$ cat src/rtl/ppkf_pkg.sv
// Package for the pulse-pair key-fob frame decoder.
// Holds register codes, frame layout codes, the timing window type and the window arithmetic.
// Depends on nothing; the window register module and the top level import it.
package ppkf_pkg;

  localparam int CFG_AW = 3;
  localparam int CFG_DW = 32;

  localparam int DUR_W  = 16;
  localparam int TU_W   = 12;
  localparam int IDX_W  = 5;
  localparam int TALLY_W = 7;
  localparam int FRAME_W = 64;

  // register index codes (byte address bit 2)
  localparam logic REG_LAYOUT = 1'b0;
  localparam logic REG_TUNIT  = 1'b1;

  // frame layout codes; the unused code behaves as LAY_56_PRE4
  localparam logic [1:0] LAY_56_PRE4 = 2'd0;
  localparam logic [1:0] LAY_56_PRE3 = 2'd1;
  localparam logic [1:0] LAY_64_WIN  = 2'd2;

  localparam logic [1:0]      LAYOUT_RST = LAY_56_PRE4;
  localparam logic [TU_W-1:0] TU_RST     = 12'd200;

  localparam logic [TALLY_W-1:0] LIMIT_56    = 7'd56;
  localparam logic [TALLY_W-1:0] LIMIT_64    = 7'd64;
  localparam logic [TALLY_W-1:0] MIN_BITS_56 = 7'd40;
  localparam logic [TALLY_W-1:0] MIN_BITS_64 = 7'd48;
  localparam logic [IDX_W-1:0]   MIN_PULSE_56 = 5'd18;
  localparam logic [IDX_W-1:0]   MIN_PULSE_64 = 5'd20;
  localparam logic [IDX_W-1:0]   PRE_LAST_IDX = 5'd7;
  localparam logic [IDX_W-1:0]   IDX_MAX      = 5'd31;

  // pulse-width windows derived from the time unit, all bounds inclusive
  typedef struct packed {
    logic [DUR_W-1:0] short_lo;  // 60% of one unit
    logic [DUR_W-1:0] short_hi;  // 160% of one unit
    logic [DUR_W-1:0] long_lo;   // 60% of two units
    logic [DUR_W-1:0] long_hi;   // 160% of two units
    logic [DUR_W-1:0] pre_lo;    // 60% of four units
    logic [DUR_W-1:0] pre_hi;    // 160% of four units
    logic [DUR_W-1:0] pre3;      // three units, exclusive bound
    logic [DUR_W-1:0] pre4;      // four units, exclusive bound
  } ppkf_win_t;

  // floor(x / 5) for x below 160, by reciprocal multiply
  function automatic logic [4:0] div5_small(logic [7:0] x);
    logic [17:0] p;
    p = 18'(x) * 18'(205);
    return p[14:10];
  endfunction

  // floor(te * k / 5) from te = 5q + r
  function automatic logic [DUR_W-1:0] scale5(logic [9:0] q, logic [2:0] r,
                                              logic [5:0] k);
    logic [DUR_W-1:0] whole;
    logic [4:0]       frac;
    whole = 16'(q) * 16'(k);
    frac  = div5_small(8'(r) * 8'(k));
    return whole + 16'(frac);
  endfunction

  function automatic ppkf_win_t calc_windows(logic [TU_W-1:0] te);
    logic [27:0] prod;
    logic [9:0]  q;
    logic [2:0]  r;
    ppkf_win_t   w;
    prod = 28'(te) * 28'(52429);
    q    = prod[27:18];
    r    = 3'(te - (12'(q) << 2) - 12'(q));
    w.short_lo = scale5(q, r, 6'd3);
    w.short_hi = scale5(q, r, 6'd8);
    w.long_lo  = scale5(q, r, 6'd6);
    w.long_hi  = scale5(q, r, 6'd16);
    w.pre_lo   = scale5(q, r, 6'd12);
    w.pre_hi   = scale5(q, r, 6'd32);
    w.pre3     = 16'(te) * 16'd3;
    w.pre4     = 16'(te) << 2;
    return w;
  endfunction

endpackage

$ cat src/rtl/pulse_pair_keyfob_frame_decoder.sv
// Top level of the pulse-pair key-fob frame decoder.
// Holds the handshakes, input register, pair decoding state and result register.
// Depends on ppkf_pkg and ppkf_window_regs.
//
// Use: feed one pulse duration per item on the in_ channel (in_duration in
// microseconds, in_last on the final pulse of a capture). Pulses pair up from
// the first one of a capture; a short-long pair is bit 0, a long-short pair
// is bit 1. Only the last pulse of a capture yields an item on the out_
// channel: the valid flag, the unpacked serial, button, rolling count and
// check fields, and the number of bits decoded.
// Throughput: one item per clock while no final pulse is held. An accepted
// item is registered in the input register and decoded there; a final pulse's
// result enters the result register as it leaves the input register. All
// per-pulse work is a set of window compares and a one-bit shift between the two registers.
// Stall: while a result waits for out_ready, non-final pulses keep flowing;
// a final pulse holds in the input register until the result register frees.
// Reset (synchronous, rst_n low): capture state clears, the layout returns to
// 0 and the time unit to 200. Registers sit on an APB-style port at byte
// addresses 0 (frame_layout) and 4 (time_unit); pready is always high. A time
// unit write updates the window bounds at the same edge.
module pulse_pair_keyfob_frame_decoder (
  input  logic                            clk,
  input  logic                            rst_n,
  // pulse input
  input  logic                            in_valid,
  output logic                            in_ready,
  input  logic [ppkf_pkg::DUR_W-1:0]      in_duration,
  input  logic                            in_last,
  // decoded frame output
  output logic                            out_valid,
  input  logic                            out_ready,
  output logic                            out_valid_res,
  output logic [31:0]                     out_serial,
  output logic [7:0]                      out_button,
  output logic [15:0]                     out_rolling_count,
  output logic [7:0]                      out_check,
  output logic [ppkf_pkg::TALLY_W-1:0]    out_bits_decoded,
  // configuration
  input  logic                            psel,
  input  logic                            penable,
  input  logic                            pwrite,
  input  logic [ppkf_pkg::CFG_AW-1:0]     paddr,
  input  logic [ppkf_pkg::CFG_DW-1:0]     pwdata,
  output logic [ppkf_pkg::CFG_DW-1:0]     prdata,
  output logic                            pready
);
  import ppkf_pkg::*;

  // ---------------- configuration ----------------
  logic            cfg_wr;
  logic            reg_idx;
  logic [1:0]      layout_r;
  logic [TU_W-1:0] time_unit;
  ppkf_win_t       win;

  assign pready  = 1'b1;
  assign cfg_wr  = psel & penable & pwrite;
  assign reg_idx = paddr[2];

  always_ff @(posedge clk) begin
    if (!rst_n) begin
      layout_r <= LAYOUT_RST;
    end else if (cfg_wr && reg_idx == REG_LAYOUT) begin
      layout_r <= pwdata[1:0];
    end
  end

  ppkf_window_regs u_win (
    .clk       (clk),
    .rst_n     (rst_n),
    .load      (cfg_wr && reg_idx == REG_TUNIT),
    .tu_wdata  (pwdata[TU_W-1:0]),
    .time_unit (time_unit),
    .win       (win)
  );

  always_comb begin
    unique case (reg_idx)
      REG_LAYOUT: prdata = {30'd0, layout_r};
      REG_TUNIT:  prdata = {20'd0, time_unit};
    endcase
  end

  // ---------------- input register ----------------
  logic             s1_v_r;
  logic [DUR_W-1:0] s1_dur_r;
  logic             s1_last_r;
  logic             out_valid_r;
  logic             out_free;
  logic             s1_go;

  // a final pulse needs the result register; other pulses always move on
  assign out_free = !out_valid_r || out_ready;
  assign s1_go    = s1_v_r && (!s1_last_r || out_free);
  assign in_ready = !s1_v_r || s1_go;

  always_ff @(posedge clk) begin
    if (!rst_n) begin
      s1_v_r <= 1'b0;
    end else if (in_valid && in_ready) begin
      s1_v_r <= 1'b1;
    end else if (s1_go) begin
      s1_v_r <= 1'b0;
    end
  end

  always_ff @(posedge clk) begin
    if (in_valid && in_ready) begin
      s1_dur_r  <= in_duration;
      s1_last_r <= in_last;
    end
  end

  // ---------------- capture state ----------------
  logic [IDX_W-1:0]   idx_r,   idx_nxt,   idx_upd;
  logic               phase_r, phase_nxt;
  logic [DUR_W-1:0]   held_r,  held_nxt;
  logic               pre_r,   pre_nxt;
  logic               stop_r,  stop_nxt;
  logic [FRAME_W-1:0] frame_r, frame_nxt, frame_upd;
  logic [TALLY_W-1:0] tally_r, tally_nxt, tally_upd;

  logic             p1_short, p1_long, p2_short, p2_long;
  logic             pre_hit;
  logic [TALLY_W-1:0] limit;

  function automatic logic in_win(logic [DUR_W-1:0] d, logic [DUR_W-1:0] lo,
                                  logic [DUR_W-1:0] hi);
    return (d >= lo) && (d <= hi);
  endfunction

  always_comb begin
    p1_short = in_win(held_r,   win.short_lo, win.short_hi);
    p1_long  = in_win(held_r,   win.long_lo,  win.long_hi);
    p2_short = in_win(s1_dur_r, win.short_lo, win.short_hi);
    p2_long  = in_win(s1_dur_r, win.long_lo,  win.long_hi);
    unique case (layout_r)
      LAY_64_WIN:  pre_hit = in_win(held_r, win.pre_lo, win.pre_hi) &&
                             in_win(s1_dur_r, win.pre_lo, win.pre_hi);
      LAY_56_PRE3: pre_hit = (held_r > win.pre3) && (s1_dur_r > win.pre3);
      default:     pre_hit = (held_r > win.pre4) && (s1_dur_r > win.pre4);
    endcase
    limit = (layout_r == LAY_64_WIN) ? LIMIT_64 : LIMIT_56;
  end

  // decode one pulse; the final pulse then returns the capture to its start
  always_comb begin
    phase_nxt = phase_r;
    held_nxt  = held_r;
    pre_nxt   = pre_r;
    stop_nxt  = stop_r;
    frame_upd = frame_r;
    tally_upd = tally_r;
    idx_upd   = idx_r;
    if (s1_go) begin
      if (!phase_r) begin
        held_nxt  = s1_dur_r;
        phase_nxt = 1'b1;
      end else begin
        phase_nxt = 1'b0;
        if (!pre_r && idx_r <= PRE_LAST_IDX && pre_hit) begin
          pre_nxt   = 1'b1;
          stop_nxt  = 1'b0;
          frame_upd = '0;
          tally_upd = '0;
        end else if (!stop_r && tally_r < limit) begin
          priority if (p1_short && p2_long) begin
            frame_upd = {frame_r[FRAME_W-2:0], 1'b0};
            tally_upd = tally_r + 7'd1;
          end else if (p1_long && p2_short) begin
            frame_upd = {frame_r[FRAME_W-2:0], 1'b1};
            tally_upd = tally_r + 7'd1;
          end else begin
            stop_nxt = 1'b1;
          end
        end
      end
      if (idx_r != IDX_MAX) begin
        idx_upd = idx_r + 5'd1;
      end
    end
    frame_nxt = frame_upd;
    tally_nxt = tally_upd;
    idx_nxt   = idx_upd;
    if (s1_go && s1_last_r) begin
      phase_nxt = 1'b0;
      held_nxt  = '0;
      pre_nxt   = 1'b0;
      stop_nxt  = 1'b0;
      frame_nxt = '0;
      tally_nxt = '0;
      idx_nxt   = '0;
    end
  end

  always_ff @(posedge clk) begin
    if (!rst_n) begin
      idx_r   <= '0;
      phase_r <= 1'b0;
      held_r  <= '0;
      pre_r   <= 1'b0;
      stop_r  <= 1'b0;
      frame_r <= '0;
      tally_r <= '0;
    end else begin
      idx_r   <= idx_nxt;
      phase_r <= phase_nxt;
      held_r  <= held_nxt;
      pre_r   <= pre_nxt;
      stop_r  <= stop_nxt;
      frame_r <= frame_nxt;
      tally_r <= tally_nxt;
    end
  end

  // ---------------- frame unpack ----------------
  logic        ok;
  logic [31:0] ser_nxt;
  logic [7:0]  btn_nxt;
  logic [15:0] cnt_nxt;
  logic [7:0]  chk_nxt;

  always_comb begin
    if (layout_r == LAY_64_WIN) begin
      ok = (idx_upd >= MIN_PULSE_64) && (tally_upd >= MIN_BITS_64);
    end else begin
      ok = (idx_upd >= MIN_PULSE_56) && (tally_upd >= MIN_BITS_56);
    end
    ser_nxt = frame_upd[31:0];
    unique case (layout_r)
      LAY_64_WIN: begin
        btn_nxt = frame_upd[55:48];
        cnt_nxt = frame_upd[47:32];
        chk_nxt = frame_upd[63:56];
      end
      LAY_56_PRE3: begin
        btn_nxt = {4'd0, frame_upd[35:32]};
        cnt_nxt = frame_upd[51:36];
        chk_nxt = {4'd0, frame_upd[55:52]};
      end
      default: begin
        btn_nxt = frame_upd[39:32];
        cnt_nxt = {4'd0, frame_upd[51:40]};
        chk_nxt = {4'd0, frame_upd[55:52]};
      end
    endcase
    // drop the fields of a capture that fails the count checks
    if (!ok) begin
      ser_nxt = '0;
      btn_nxt = '0;
      cnt_nxt = '0;
      chk_nxt = '0;
    end
  end

  // ---------------- result register ----------------
  logic               res_ok_r;
  logic [31:0]        ser_r;
  logic [7:0]         btn_r;
  logic [15:0]        cnt_r;
  logic [7:0]         chk_r;
  logic [TALLY_W-1:0] bits_r;

  always_ff @(posedge clk) begin
    if (!rst_n) begin
      out_valid_r <= 1'b0;
    end else if (s1_go && s1_last_r) begin
      out_valid_r <= 1'b1;
    end else if (out_ready) begin
      out_valid_r <= 1'b0;
    end
  end

  always_ff @(posedge clk) begin
    if (s1_go && s1_last_r) begin
      res_ok_r <= ok;
      ser_r    <= ser_nxt;
      btn_r    <= btn_nxt;
      cnt_r    <= cnt_nxt;
      chk_r    <= chk_nxt;
      bits_r   <= tally_upd;
    end
  end

  assign out_valid         = out_valid_r;
  assign out_valid_res     = res_ok_r;
  assign out_serial        = ser_r;
  assign out_button        = btn_r;
  assign out_rolling_count = cnt_r;
  assign out_check         = chk_r;
  assign out_bits_decoded  = bits_r;

endmodule

$ cat src/rtl/ppkf_window_regs.sv
// Time unit register and the pulse-width window bounds derived from it.
// Bounds are recomputed at the write so the next item sees them at once.
// Depends on ppkf_pkg.
module ppkf_window_regs (
  input  logic                        clk,
  input  logic                        rst_n,
  input  logic                        load,
  input  logic [ppkf_pkg::TU_W-1:0]   tu_wdata,
  output logic [ppkf_pkg::TU_W-1:0]   time_unit,
  output ppkf_pkg::ppkf_win_t         win
);
  import ppkf_pkg::*;

  logic [TU_W-1:0] tu_r;
  ppkf_win_t       win_r;
  ppkf_win_t       win_nxt;

  always_comb begin
    win_nxt = calc_windows(tu_wdata);
  end

  always_ff @(posedge clk) begin
    if (!rst_n) begin
      tu_r  <= TU_RST;
      win_r <= calc_windows(TU_RST);
    end else if (load) begin
      tu_r  <= tu_wdata;
      win_r <= win_nxt;
    end
  end

  assign time_unit = tu_r;
  assign win       = win_r;

endmodule
$ cat config.mk
export PLATFORM = sky130hd
export DESIGN_NAME = pulse_pair_keyfob_frame_decoder
export DESIGN_NICKNAME = d
export VERILOG_FILES = /design/src/rtl/ppkf_pkg.sv /design/src/rtl/pulse_pair_keyfob_frame_decoder.sv /design/src/rtl/ppkf_window_regs.sv
export SDC_FILE = /design/constraint.sdc
export NUM_CORES = 1
export LEC_CHECK = 0
export BUFFER_PORTS_ARGS = -buffer_cell sky130_fd_sc_hd__buf_2
export CAP_MARGIN = 20
export CORE_MARGIN = 1
export CORE_UTILIZATION = 30
export DETAILED_ROUTE_END_ITERATION = 10
export PLACE_DENSITY = 0.42
export SYNTH_ARGS = -nofsm -noshare
export SYNTH_HDL_FRONTEND = slang
export SYNTH_SLANG_ARGS = --single-unit
$ cat constraint.sdc
create_clock -name clk -period 34.2 [get_ports clk]
set_input_delay 10.26 -clock clk [delete_from_list [all_inputs] [get_ports clk]]
set_output_delay 10.26 -clock clk [all_outputs]
set_load 0.1 [all_outputs]
==> out/qor_table.md <==
| Result | Value | Unit |
| --- | --- | --- |
| Site Rows | 95 | - |
| Final number of max-transition violations | 0 | - |
| Most instantiated cells after synthesis | sky130_fd_sc_hd__ha_1 (359), sky130_fd_sc_hd__inv_1 (227), sky130_fd_sc_hd__nand2_1 (183) | - |
| Number of cells on the worst reg-to-reg path | 14 | - |
| Final layout net count | 2829 | - |
| Critical Path End Type | flip-flop | - |
| Global Route Usage Sum | 17.7 | % |
| Leading cell types by total area after synthesis | sky130_fd_sc_hd__ha_1 (22%), sky130_fd_sc_hd__dfxtp_1 (17%), sky130_fd_sc_hd__edfxtp_1 (13%) | - |
| Largest family of logic cells by synthesized area | adder cells | - |
| Number of cells on the worst hold path | 2 | - |
| Maximum number of pins on one net before global-route repair | 93 | - |
| Mean cell area of the mapped netlist | 9.10 | sq um |
| Overall die height | 264 | um |
| Total CTS buffers | 34 | - |
| Hold-fix buffer count after cts | 0 | - |
| Run status | complete, no violations | - |
| Share of synthesized area occupied by flip-flops and latches | 30.0 | % |
| Fraction of layout cells with a size suffix above 1 | 9.42 | % |
| Highest net fanout along the worst path | 11 | - |
| Via density per instance | 5.09 | - |
| Critical path data required time | 34.58 | ns |
| Fraction of synthesized cell area taken by the top area cell type | 21.8 | % |
| First-pass GRT wire length | 96800 | um |
| Setup TNS Final | 0 | ns |
| Initial core utilization | 30.5 | % |
| Root Driver | sky130_fd_sc_hd__clkbuf_16 | - |
| Antenna violation net count after detailed routing | 0 | - |
| Least-Margin Pin Slew | 1.06 | ns |
| Cell with the most instances after synthesis | sky130_fd_sc_hd__ha_1 | - |
| Number of search-and-repair iterations in the first detailed-routing pass | 5 | - |
| Number of global-route vias before repair | 16300 | - |
| Number of buffers between clock root and the deepest sink | 3 | - |
| Capture point of the worst reg-to-reg path | out_rolling_count[7] | - |
| Crit path launch type | input port | - |
| Relative area change from synthesis to final layout | 12.3 | % |
| Remaining max-slew budget at the tightest pin | 28.9 | % |
| FF+latch count, synth | 264 | - |
| Remaining global-route overflow | 0 | - |
| Fraction of synthesis flops using an asynchronous set or reset pin | 0 | % |
| EDFF count, synth | 89 | - |
| Clock period minus worst slack | 21.48 | ns |
| Worst min-delay path endpoint | u_win.win[119] | - |
| Worst Hold Launch | u_win.win[119] | - |
| Critical path's largest stage delay | 0.55 | ns |
| Antenna violations before repair | 0 | - |
| Xor/xnor share of the synthesized area | 2.66 | % |
| Skew-Pair Late Insertion Delay | 0.55 | ns |
| Simple-gate portion of the synthesized area | 14.6 | % |
| Setup-failing EPs final | 0 | - |
| Cell type with the largest total area after synthesis | sky130_fd_sc_hd__ha_1 | - |
| Synthesis warning total | 0 | - |
| Reg2Reg Setup Slack | 29.11 | ns |
| Die ar. | 69700 | sq um |
| Clock sinks | 264 | - |
| Count of boundary I/O pins | 166 | - |
| Routability-driven placement congestion ratio | 0.866 | - |
| Synthesized cell area | 20600 | sq um |
| RSZ-0062 raised after global routing | false | - |
| Adder-cell area share of the yosys netlist | 27.6 | % |
| Die Width | 264 | um |
| Via count of the routed design | 16600 | - |
| TritonCTS clock tree | done | - |
| Compound-gate portion of the synthesized area | 18.3 | % |
| Slowest cell on the critical path | sky130_fd_sc_hd__fa_1 | - |
| Post-CTS clock slew at the launch and capture registers of the worst setup and hold paths | 0.05 | ns |
| Total length of routed wires | 62000 | um |
| Routed WL per cell | 19.1 | um |
| H-tree depth reported by CTS | 2 | - |
| Buffers inserted by post-CTS timing repair | 0 | - |
| Final worst-path cycle share | 62.8 | % |
| Maximum clock frequency | 0.0466 | GHz |
| Path type of the worst min-delay path | flip-flop to flip-flop | - |
| CTS resizes | 0 | - |
| Critical path class | input port to flip-flop | - |
| Reg-to-Reg Start | s1_dur_r[0] | - |
| Final worst clock skew | 0.0240 | ns |
| Final antenna diode count | 0 | - |
| Critical path arrival | 21.86 | ns |
| Multiplexer share of the synthesized area | 0.255 | % |
| Port Buffer Count | 122 | - |
| Number of remaining DRC errors | 0 | - |
| Netlist cell types | 79 | - |
| Initial detailed-routing violation count | 1004 | - |
| Maximum Capacitance Violations | 0 | - |
| Final Hold Violating Endpoints | 0 | - |
| Core footprint | 67500 | sq um |
| Main synth FF type | sky130_fd_sc_hd__dfxtp_1 | - |
| Number of instances in the synthesized netlist | 2262 | - |
| Detailed placer's ending HPWL | 46300 | um |
==> flip-flops by register name, summed over array words and instances (netlist names), 12 cells and up <==
register           count
frame_r               64
u_win.win             64
out_serial            32
held_r                16
out_rolling_count     16
s1_dur_r              16
u_win.time_unit       12
==> worst max-delay path: cells and delay by family <==
family	cells	cell delay (ns)
and+or+nand+nor	6	0.58
AOI/OAI and AO/OA	18	3.25
xor gates and xnor gates	6	1.30
adders and majority gates	14	5.23
buffers and inverters	9	1.19
==> layout make-up <==
| class | instances | area, sq um |
|---|---|---|
| fill | 7054 | 44400 |
| timing repair buffer | 142 | 781 |
| sequential | 264 | 6180 |
| clock buffer | 45 | 912 |
| inverter | 228 | 856 |
| clock inverter | 16 | 149 |
| tap | 873 | 1090 |
| multi-input combinational | 1682 | 13100 |
==> stage by stage <==
stage	cell area, sq um	hold WS (ns)	setup WS (ns)	instances	utilization (%)
6_report	23100	0.452	12.72	3250	34.2
5_1_grt	23100	0.473	11.61	3250	34.2
4_1_cts	23100	0.452	12.51	3249	34.2
3_5_place_dp	22000	0.446	12.00	3188	32.6
3_3_place_gp	22000	0.444	12.05	3188	32.6
2_1_floorplan	20700	0.432	11.41	2281	-
==> worst max path at each step <==
| stage | from | end | slack (ns) | cells after the start |
|---|---|---|---|---|
| after floorplan | paddr[2] | prdata[0] | 11.41 | 2 |
| after global placement | pwdata[9] | u_win.win[122] | 12.05 | 53 |
| after detailed placement | pwdata[9] | u_win.win[122] | 12.00 | 53 |
| after CTS | pwdata[9] | u_win.win[122] | 12.51 | 53 |
| after global routing | pwdata[9] | u_win.win[122] | 11.61 | 52 |
| final | pwdata[9] | u_win.win[122] | 12.72 | 53 |
==> cells in the final DEF, fill, tap and decap left out, types with 19 or more instances in the layout <==
master and n:
sky130_fd_sc_hd__a31oi_1 20, sky130_fd_sc_hd__a21o_1 35, sky130_fd_sc_hd__a22oi_1 64, sky130_fd_sc_hd__o21ai_0 70, sky130_fd_sc_hd__nand3_1 57, sky130_fd_sc_hd__clkbuf_16 34, sky130_fd_sc_hd__o211ai_1 36, sky130_fd_sc_hd__nand2_1 182
sky130_fd_sc_hd__nand4_1 36, sky130_fd_sc_hd__dfxtp_1 175, sky130_fd_sc_hd__inv_1 225, sky130_fd_sc_hd__nor3_1 30, sky130_fd_sc_hd__xor2_1 20, sky130_fd_sc_hd__a211oi_1 51, sky130_fd_sc_hd__nor2_1 174, sky130_fd_sc_hd__buf_2 122
sky130_fd_sc_hd__buf_4 19, sky130_fd_sc_hd__fa_1 59, sky130_fd_sc_hd__and3_1 22, sky130_fd_sc_hd__ha_1 359, sky130_fd_sc_hd__conb_1 21, sky130_fd_sc_hd__and2_1 21, sky130_fd_sc_hd__edfxtp_1 89, sky130_fd_sc_hd__xnor2_1 40
sky130_fd_sc_hd__nor2b_1 28, sky130_fd_sc_hd__a21oi_1 142
==> routing by layer <==
layer  part of all wire [%]  routed length, um  vias to the layer above  GRT usage (%)
met5                      0                  0                        -              0
met2                     48              29800                      274           30.4
li1                       -                  -                     8275              -
met3                    2.9               1780                       80           1.98
met4                    2.2               1380                        0           4.48
met1                     47              29100                     7928           23.5
==> cell families (layout without fill, tap and decap cells) <==
group,Yosys count,after routing
flops,264,264
buf+inv,335,431
simple gates,622,622
mux,5,5
other cells,2,21
xor+xnor,61,61
compound gates,555,555
fa+ha+maj,418,418
Power is not shown: default switching activity piles up to over one toggle a cycle in this logic, so the estimate is an artifact.
